**src/hw/rtl/vlqpd_pkg.sv**
```systemverilog
// Shared types and constants for the VLQ pair decoder.
`timescale 1ns / 1ps
package vlqpd_pkg;

  // Result word field widths (fixed by the port list)
  localparam int unsigned OutValW = 32;
  localparam int unsigned StatusW = 2;
  localparam int unsigned BytesW  = 4;
  localparam int unsigned GroupW  = 7;

  // Queue depths
  localparam int unsigned FrontDepth = 2;
  localparam int unsigned ResDepth   = 2;

  // Result status codes
  localparam logic [StatusW-1:0] STATUS_OK       = 2'd0;
  localparam logic [StatusW-1:0] STATUS_OVERFLOW = 2'd1;
  localparam logic [StatusW-1:0] STATUS_TRUNC    = 2'd2;

  // Classified input byte
  typedef struct packed {
    logic              cont;
    logic              last;
    logic [GroupW-1:0] grp;
  } byte_info_t;

  // One result word
  typedef struct packed {
    logic [OutValW-1:0] first_value;
    logic [OutValW-1:0] second_value;
    logic [StatusW-1:0] status;
    logic [BytesW-1:0]  bytes_used;
  } result_t;

endpackage

```
**src/hw/rtl/vlq_pair_decoder_unit.sv**
```systemverilog
// Top level of the VLQ pair decoder: front queue, decoder, result queue.
// Order: a pushed word is registered in the front queue, then decoded; its
//   result (if any) is registered in the result queue and shows with empty low.
// Throughput: one byte per cycle, bounded by the single-step accumulator
//   update in the decoder and by the consumer's pop rate.
// Reset: rst_ni (async, active low) empties both queues and returns the
//   decoder to the start of a pair with cleared accumulators; no sweep.
`timescale 1ns / 1ps
module vlq_pair_decoder_unit #(
  parameter int unsigned MAX_CONT_GROUP = 5,
  parameter int unsigned VALUE_WIDTH    = 32
) (
  input  logic               clk_i,
  input  logic               rst_ni,
  // input byte queue side
  input  logic               push,
  output logic               full,
  input  logic [7:0]         data_byte_i,
  input  logic               last_byte_i,
  // result queue side
  output logic               empty,
  input  logic               pop,
  output logic signed [31:0] first_value_o,
  output logic signed [31:0] second_value_o,
  output logic [1:0]         status_o,
  output logic [3:0]         bytes_used_o
);

  // Front queue -> decoder
  logic                  front_valid;
  vlqpd_pkg::byte_info_t front_info;
  logic                  back_pop;

  // Decoder -> result queue
  logic                  res_space;
  logic                  res_push;
  vlqpd_pkg::result_t    res_word;
  vlqpd_pkg::result_t    head_word;

  // The front classifies each byte (continuation, last flag, 7-bit group)
  // and holds up to two words; a push is refused while both are held, even
  // in a cycle in which the decoder pops one.
  vlqpd_front u_front (
    .clk_i       (clk_i),
    .rst_ni      (rst_ni),
    .push_i      (push),
    .full_o      (full),
    .data_byte_i (data_byte_i),
    .last_byte_i (last_byte_i),
    .valid_o     (front_valid),
    .info_o      (front_info),
    .pop_i       (back_pop)
  );

  // The decoder takes one word per cycle whenever a word is present and the
  // result queue can absorb a result, whether or not this word produces one.
  vlqpd_back #(
    .MAX_CONT_GROUP (MAX_CONT_GROUP),
    .VALUE_WIDTH    (VALUE_WIDTH)
  ) u_back (
    .clk_i       (clk_i),
    .rst_ni      (rst_ni),
    .in_valid_i  (front_valid),
    .in_info_i   (front_info),
    .in_pop_o    (back_pop),
    .res_space_i (res_space),
    .res_push_o  (res_push),
    .res_o       (res_word)
  );

  // Result words wait here until popped.
  vlqpd_result_fifo u_res (
    .clk_i   (clk_i),
    .rst_ni  (rst_ni),
    .push_i  (res_push),
    .data_i  (res_word),
    .space_o (res_space),
    .empty_o (empty),
    .data_o  (head_word),
    .pop_i   (pop)
  );

  assign first_value_o  = head_word.first_value;
  assign second_value_o = head_word.second_value;
  assign status_o       = head_word.status;
  assign bytes_used_o   = head_word.bytes_used;

  // The decoder only advances on a word that is present.
  assert property (@(posedge clk_i) disable iff (!rst_ni)
    back_pop |-> front_valid)
    else $error("decoder consumed from an empty front queue");

  // A result is only produced when the result queue has room.
  assert property (@(posedge clk_i) disable iff (!rst_ni)
    res_push |-> res_space)
    else $error("result pushed into a full result queue");

  // Error words carry zero values and a zero byte count.
  assert property (@(posedge clk_i) disable iff (!rst_ni)
    (!empty && status_o != vlqpd_pkg::STATUS_OK) |->
      (first_value_o == '0 && second_value_o == '0 && bytes_used_o == '0))
    else $error("error word with nonzero payload");

  // A success word counts at least the two final groups (checked for MAX_CONT_GROUP below 7).
  assert property (@(posedge clk_i) disable iff (!rst_ni)
    (res_push && res_word.status == vlqpd_pkg::STATUS_OK &&
     MAX_CONT_GROUP < 7) |-> (res_word.bytes_used >= 4'd2))
    else $error("decoded pair with fewer than two bytes");

endmodule

```
**src/hw/rtl/vlqpd_front.sv**
```systemverilog
// Front end: splits each byte into its fields and buffers it for the decoder.
`timescale 1ns / 1ps
module vlqpd_front (
  input  logic                 clk_i,
  input  logic                 rst_ni,
  input  logic                 push_i,
  output logic                 full_o,
  input  logic [7:0]           data_byte_i,
  input  logic                 last_byte_i,
  output logic                 valid_o,
  output vlqpd_pkg::byte_info_t info_o,
  input  logic                 pop_i
);

  localparam int unsigned PtrW = $clog2(vlqpd_pkg::FrontDepth);
  localparam int unsigned CntW = $clog2(vlqpd_pkg::FrontDepth + 1);

  vlqpd_pkg::byte_info_t mem_q [vlqpd_pkg::FrontDepth];
  logic [PtrW-1:0] wr_ptr_q, wr_ptr_d;
  logic [PtrW-1:0] rd_ptr_q, rd_ptr_d;
  logic [CntW-1:0] count_q, count_d;
  logic            do_push, do_pop;
  vlqpd_pkg::byte_info_t info_in;

  assign full_o  = (count_q == CntW'(vlqpd_pkg::FrontDepth));
  assign valid_o = (count_q != '0);
  assign info_o  = mem_q[rd_ptr_q];
  assign do_push = push_i && !full_o;
  assign do_pop  = pop_i && valid_o;

  always_comb begin
    info_in.cont = data_byte_i[7];
    info_in.last = last_byte_i;
    info_in.grp  = data_byte_i[6:0];
  end

  always_comb begin
    wr_ptr_d = wr_ptr_q;
    rd_ptr_d = rd_ptr_q;
    count_d  = count_q;
    if (do_push) begin
      wr_ptr_d = (wr_ptr_q == PtrW'(vlqpd_pkg::FrontDepth - 1)) ? '0 : wr_ptr_q + 1'b1;
    end
    if (do_pop) begin
      rd_ptr_d = (rd_ptr_q == PtrW'(vlqpd_pkg::FrontDepth - 1)) ? '0 : rd_ptr_q + 1'b1;
    end
    if (do_push && !do_pop) begin
      count_d = count_q + 1'b1;
    end else if (!do_push && do_pop) begin
      count_d = count_q - 1'b1;
    end
  end

  always_ff @(posedge clk_i or negedge rst_ni) begin
    if (!rst_ni) begin
      wr_ptr_q <= '0;
      rd_ptr_q <= '0;
      count_q  <= '0;
    end else begin
      wr_ptr_q <= wr_ptr_d;
      rd_ptr_q <= rd_ptr_d;
      count_q  <= count_d;
    end
  end

  always_ff @(posedge clk_i) begin
    if (do_push) begin
      mem_q[wr_ptr_q] <= info_in;
    end
  end

endmodule

```
**src/hw/rtl/vlqpd_back.sv**
```systemverilog
// Back end: accumulates groups, tracks the pair phase, and forms result words.
`timescale 1ns / 1ps
module vlqpd_back #(
  parameter int unsigned MAX_CONT_GROUP = 5,
  parameter int unsigned VALUE_WIDTH    = 32
) (
  input  logic                  clk_i,
  input  logic                  rst_ni,
  input  logic                  in_valid_i,
  input  vlqpd_pkg::byte_info_t in_info_i,
  output logic                  in_pop_o,
  input  logic                  res_space_i,
  output logic                  res_push_o,
  output vlqpd_pkg::result_t    res_o
);

  localparam int unsigned GcW    = $clog2(MAX_CONT_GROUP + 1);
  localparam int unsigned CntRaw = $clog2(2 * MAX_CONT_GROUP + 3);
  localparam int unsigned CntW   = (CntRaw < vlqpd_pkg::BytesW) ? vlqpd_pkg::BytesW : CntRaw;

  localparam logic [1:0] PH_FIRST   = 2'd0;
  localparam logic [1:0] PH_SECOND  = 2'd1;
  localparam logic [1:0] PH_DISCARD = 2'd2;

  logic [1:0]             phase_q, phase_d;
  logic [VALUE_WIDTH-1:0] first_q, first_d;
  logic [VALUE_WIDTH-1:0] second_q, second_d;
  logic [GcW-1:0]         gc_q, gc_d;
  logic [CntW-1:0]        cnt_q, cnt_d;

  logic                   step;
  logic                   in_second;
  logic [CntW-1:0]        cnt_inc;
  logic [VALUE_WIDTH-1:0] acc_cur, acc_new;
  logic [63:0]            first_ext, acc_ext;

  assign step      = in_valid_i && res_space_i;
  assign in_pop_o  = step;
  assign in_second = (phase_q == PH_SECOND);
  assign cnt_inc   = cnt_q + 1'b1;
  assign acc_cur   = in_second ? second_q : first_q;
  assign acc_new   = {acc_cur[VALUE_WIDTH-8:0], in_info_i.grp};
  assign first_ext = 64'(first_q);
  assign acc_ext   = 64'(acc_new);

  always_comb begin
    phase_d    = phase_q;
    first_d    = first_q;
    second_d   = second_q;
    gc_d       = gc_q;
    cnt_d      = cnt_q;
    res_push_o = 1'b0;
    res_o.first_value  = '0;
    res_o.second_value = '0;
    res_o.status       = vlqpd_pkg::STATUS_OK;
    res_o.bytes_used   = '0;

    if (phase_q == PH_DISCARD) begin
      if (in_info_i.last) begin
        phase_d  = PH_FIRST;
        first_d  = '0;
        second_d = '0;
        gc_d     = '0;
        cnt_d    = '0;
      end
    end else if (!in_info_i.cont) begin
      // final group of a value
      if (!in_second) begin
        if (in_info_i.last) begin
          phase_d      = PH_FIRST;
          first_d      = '0;
          second_d     = '0;
          gc_d         = '0;
          cnt_d        = '0;
          res_push_o   = 1'b1;
          res_o.status = vlqpd_pkg::STATUS_TRUNC;
        end else begin
          phase_d = PH_SECOND;
          first_d = acc_new;
          gc_d    = '0;
          cnt_d   = cnt_inc;
        end
      end else begin
        phase_d    = PH_FIRST;
        first_d    = '0;
        second_d   = '0;
        gc_d       = '0;
        cnt_d      = '0;
        res_push_o = 1'b1;
        res_o.first_value  = first_ext[vlqpd_pkg::OutValW-1:0];
        res_o.second_value = acc_ext[vlqpd_pkg::OutValW-1:0];
        res_o.status       = vlqpd_pkg::STATUS_OK;
        res_o.bytes_used   = cnt_inc[vlqpd_pkg::BytesW-1:0];
      end
    end else if (acc_new[VALUE_WIDTH-1] || (gc_q >= GcW'(MAX_CONT_GROUP))) begin
      // overflow wins over truncation; drop the rest of the buffer
      phase_d      = in_info_i.last ? PH_FIRST : PH_DISCARD;
      first_d      = '0;
      second_d     = '0;
      gc_d         = '0;
      cnt_d        = '0;
      res_push_o   = 1'b1;
      res_o.status = vlqpd_pkg::STATUS_OVERFLOW;
    end else if (in_info_i.last) begin
      phase_d      = PH_FIRST;
      first_d      = '0;
      second_d     = '0;
      gc_d         = '0;
      cnt_d        = '0;
      res_push_o   = 1'b1;
      res_o.status = vlqpd_pkg::STATUS_TRUNC;
    end else begin
      gc_d  = gc_q + 1'b1;
      cnt_d = cnt_inc;
      if (in_second) begin
        second_d = acc_new;
      end else begin
        phase_d = PH_FIRST;
        first_d = acc_new;
      end
    end

    if (!step) begin
      res_push_o = 1'b0;
    end
  end

  always_ff @(posedge clk_i or negedge rst_ni) begin
    if (!rst_ni) begin
      phase_q  <= PH_FIRST;
      first_q  <= '0;
      second_q <= '0;
      gc_q     <= '0;
      cnt_q    <= '0;
    end else if (step) begin
      phase_q  <= phase_d;
      first_q  <= first_d;
      second_q <= second_d;
      gc_q     <= gc_d;
      cnt_q    <= cnt_d;
    end
  end

endmodule

```
**src/hw/rtl/vlqpd_result_fifo.sv**
```systemverilog
// Result queue between the decoder and the consumer.
`timescale 1ns / 1ps
module vlqpd_result_fifo (
  input  logic               clk_i,
  input  logic               rst_ni,
  input  logic               push_i,
  input  vlqpd_pkg::result_t data_i,
  output logic               space_o,
  output logic               empty_o,
  output vlqpd_pkg::result_t data_o,
  input  logic               pop_i
);

  localparam int unsigned PtrW = $clog2(vlqpd_pkg::ResDepth);
  localparam int unsigned CntW = $clog2(vlqpd_pkg::ResDepth + 1);

  vlqpd_pkg::result_t mem_q [vlqpd_pkg::ResDepth];
  logic [PtrW-1:0] wr_ptr_q, wr_ptr_d;
  logic [PtrW-1:0] rd_ptr_q, rd_ptr_d;
  logic [CntW-1:0] count_q, count_d;
  logic            do_pop, is_full;

  assign is_full = (count_q == CntW'(vlqpd_pkg::ResDepth));
  assign empty_o = (count_q == '0);
  assign do_pop  = pop_i && !empty_o;
  // a word leaving this cycle frees a slot for the one arriving
  assign space_o = !is_full || do_pop;
  assign data_o  = mem_q[rd_ptr_q];

  always_comb begin
    wr_ptr_d = wr_ptr_q;
    rd_ptr_d = rd_ptr_q;
    count_d  = count_q;
    if (push_i) begin
      wr_ptr_d = (wr_ptr_q == PtrW'(vlqpd_pkg::ResDepth - 1)) ? '0 : wr_ptr_q + 1'b1;
    end
    if (do_pop) begin
      rd_ptr_d = (rd_ptr_q == PtrW'(vlqpd_pkg::ResDepth - 1)) ? '0 : rd_ptr_q + 1'b1;
    end
    if (push_i && !do_pop) begin
      count_d = count_q + 1'b1;
    end else if (!push_i && do_pop) begin
      count_d = count_q - 1'b1;
    end
  end

  always_ff @(posedge clk_i or negedge rst_ni) begin
    if (!rst_ni) begin
      wr_ptr_q <= '0;
      rd_ptr_q <= '0;
      count_q  <= '0;
    end else begin
      wr_ptr_q <= wr_ptr_d;
      rd_ptr_q <= rd_ptr_d;
      count_q  <= count_d;
    end
  end

  always_ff @(posedge clk_i) begin
    if (push_i) begin
      mem_q[wr_ptr_q] <= data_i;
    end
  end

endmodule
```
**config.mk**
```make
export PLATFORM = sky130hd
export DESIGN_NAME = vlq_pair_decoder_unit
export DESIGN_NICKNAME = d
export VERILOG_FILES = /design/src/hw/rtl/vlqpd_pkg.sv /design/src/hw/rtl/vlq_pair_decoder_unit.sv /design/src/hw/rtl/vlqpd_front.sv /design/src/hw/rtl/vlqpd_back.sv /design/src/hw/rtl/vlqpd_result_fifo.sv
export SDC_FILE = /design/constraint.sdc
export NUM_CORES = 1
export LEC_CHECK = 0
export ABC_CLOCK_PERIOD_IN_PS = 8900
export BUFFER_PORTS_ARGS = -buffer_cell sky130_fd_sc_hd__buf_2
export CORE_ASPECT_RATIO = 0.8
export CORE_MARGIN = 2
export CORE_UTILIZATION = 64
export DETAILED_ROUTE_END_ITERATION = 16
export HOLD_SLACK_MARGIN = 0.15
export PLACE_DENSITY = 0.85
export SLEW_MARGIN = 20
export SYNTH_ARGS = -nofsm -noshare
export SYNTH_HDL_FRONTEND = slang
export SYNTH_SLANG_ARGS = --single-unit
export TNS_END_PERCENT = 100
```
**constraint.sdc**
```tcl
create_clock -name clk_i -period 8.9 [get_ports clk_i]
set_clock_uncertainty 0.2 [all_clocks]
set_input_delay 1.78 -clock clk_i [delete_from_list [all_inputs] [get_ports clk_i]]
set_output_delay 1.78 -clock clk_i [all_outputs]
set_load 0.02 [all_outputs]
```
==> impl_results.md <==
* Status: completed
* Row Count at 40
* CP max stage cell: dfrtp_2
* DIE WIDTH at 142 um
* Die height at 114 um
* Distinct cells, synth at 56
* Tot Pwr at 0.00420 W
* Setup TNS at 0 ns
* Maximum VDD drop at 0.258 mV
* Die area at 16100 um^2
* Sw Ratio at 0.378
* Pre-CTS setup slack at 4.41 ns
* Final Hold Fails at 0
* Sink Count at 232
* R2R Setup Slk at 4.99 ns
* Wire per inst at 21.4 um
* Antenna Diode Count at 0
* Area of the multi-input gates at 2850 um^2
* Leak at 4.39 nW
* CTS HTree Levels at 1
* Area Overhead vs Synth at 12.0%
* R2R cell count at 6
* End of the worst register-to-register path: u_res.mem_q[0][65]
* I/O Buffers at 84
* Core area at 14900 um^2
* PostCTS Resize Cnt at 0
* Power Density at 387 nW/um^2
* Max Clk Rate at 222 MHz
* Total Routed Length at 18.9 mm
* Critical Path Sink Type: output pin
* Fin util at 0.728
* Most frequent cells in the layout: edfxtp_1, buf_2, dfrtp_1, mux2_2, and3_1
* Hold Path End: u_back.first_q[28]
* DR vias/cell at 6.17
* Vias at 5424
* RSZ-0062 raised after global routing: false
* HP Class: flop to flop
* Main synth FF type: edfxtp_1
* Root buffer cell: clkbuf_16
* Crit-path max FO at 43
* Total GRT Usage at 0.241
* DRC viols at 0
* Clk_lat worst skew at 0.50 ns
* Sequential share of power at 0.422
* Num ports at 85
* Initial Utilization at 0.649
* Post-synthesis sequential area ratio at 0.681
* Ys async rst share at 0.319
* Number of global-route vias before repair at 5550
* Antenna Nets Post-Route at 0
* CTS clock-pin slew for the worst setup and hold paths at 0.06 ns
* Pin count of the biggest net entering global routing at 88
* Ys Warns at 0
* Period utilization at 0.505
* Logic pwr share at 0.372
* Final worst setup slack at 4.40 ns
* Final min period at 4.50 ns
* HPWL Detailed at 11.6 mm
* Sw Pwr at 0.00159 W
* Seq cells post-synth at 232
* Synthesized Nets at 616
* Syn Area/Cell at 16.2 um^2
* Filler cells at 897
* Critical path class: flop to output pin
* EDFF count, synth at 158
* Max stage delay on crit path at 0.77 ns
* Worst EP arrival at 2.52 ns
* Required @ worst endpoint at 6.92 ns
* Initial antenna violation count at 0
* Grt total ovfl at 0
* First-pass GRT wire length at 30.2 mm
* Max-Cap Viols at 0
* Max Slew Vio Count at 0
* R2R Path Start: u_back.phase_q[1]
* Worst-Margin Slew at 1.07 ns
* Setup violators final at 0
* Min-Delay Path Depth at 1
* Worst path cell trace: buf_4 > mux2_2 > buf_2
* 1st-pass router iterations at 5
* Clk buf depth at 3
* Nets at 692
* Commonest non-fill, non-tap cell in the layout: edfxtp_1
* Internal at 0.00261 W
* Hold-fix buffers, CTS at 0
* CTS buffer count at 23
* Register area at 6600 um^2
* Startpoint types: flop
* Gpl congestion at 0.789
* Hold slack at 0.291 ns
* Share of cells above drive strength 1 at 0.338
* Hold_sp: u_back.first_q[28]
* Mapped Area at 9690 um^2
* Worst slew margin at 0.285
* Iteration-0 DRC Markers at 547
* CTS tree: yes
* Clock share of power at 0.206
* Post-CTS Setup Bufs at 0
* Syn Inst Count at 598
==> stage by stage <==
stage	instances	cell area [um^2]
after CTS	879	10900
after global placement	838	10200
after detailed placement	838	10200
after floorplan	598	9690
final	879	10900
after global routing	879	10900
==> cell usage after synthesis, drive strengths merged, types with 9 or more instances <==
library cell	number	share of area
xnor2	9	0.0089
mux2i	27	0.030
mux2	72	0.084
o21ai	9	0.0050
clkbuf	21	0.0081
o2bb2ai	56	0.065
buf	17	0.015
and3	58	0.037
nor2	23	0.0089
edfxtp	158	0.49
dfrtp	74	0.19
inv	11	0.0043
==> worst max-delay path by stage <==
| stage | startpoint | cells past startpoint | slack, ns | to |
|---|---|---|---|---|
| after floorplan | pop | 4 | 3.03 | u_res.mem_q[0][0] |
| after global placement | pop | 6 | 4.55 | u_res.mem_q[0][67] |
| after detailed placement | pop | 6 | 4.41 | u_res.mem_q[0][64] |
| after CTS | u_res.rd_ptr_q | 3 | 4.34 | second_value_o[14] |
| after global routing | u_res.rd_ptr_q | 3 | 4.27 | second_value_o[14] |
| final | u_res.rd_ptr_q | 3 | 4.40 | second_value_o[14] |
==> flip-flops by register name, indices dropped and copies added (netlist names) <==
register	flops
u_front.rd_ptr_q	1
u_back.gc_q	3
u_back.second_q	25
u_back.cnt_q	4
u_back.phase_q	2
u_res.wr_ptr_q	1
u_res.rd_ptr_q	1
u_back.first_q	32
u_front.count_q	2
u_res.count_q	2
u_front.wr_ptr_q	1
u_front.mem_q	18
u_res.mem_q	140
==> area by class of cell <==
| class | count | area share |
|---|---|---|
| well taps | 189 | 0.0218 |
| repair buffers | 89 | 0.0422 |
| clock inverters | 11 | 0.00553 |
| inverters | 11 | 0.00380 |
| clock buffers | 30 | 0.0564 |
| multi-input cells | 317 | 0.262 |
| flip-flops and latches | 232 | 0.608 |
==> power groups by stage <==
stage | Combinational, W | Sequential, W | Clock, W
after global routing | 0.00167 | 0.00181 | 0.000922
final | 0.00156 | 0.00177 | 0.000865
after detailed placement | 0.00156 | 0.00179 | 0
after CTS | 0.00157 | 0.00178 | 0.000877
after global placement | 0.00152 | 0.00176 | 0
after floorplan | 0.00121 | 0.00171 | 0
==> critical path, delay by kind of cell (launching register included) <==
family,cells,cell delay (ns)
DFF,1,0.77
buffers and inverters,2,0.76
muxes,1,0.44
==> routing by layer <==
metal | track usage | up-vias | wire [um]
li1 | - | 2439 | -
met1 | 0.354 | 2762 | 8350
met2 | 0.383 | 193 | 8960
met3 | 0.0437 | 30 | 1210
met4 | 0.0567 | 0 | 332
met5 | 0 | - | 0
==> cells by family after synthesis <==
group | after synthesis | share of synthesized area
multiplexers | 99 | 0.113
flip-flops | 232 | 0.681
adder cells (fa/ha/maj) | 5 | 0.00646
AO/OA/AOI/OAI | 91 | 0.0920
buffers and inverters | 49 | 0.0276
XOR/XNOR | 13 | 0.0125
AND/OR/NAND/NOR | 109 | 0.0672
(Power assumes the default switching activity.)
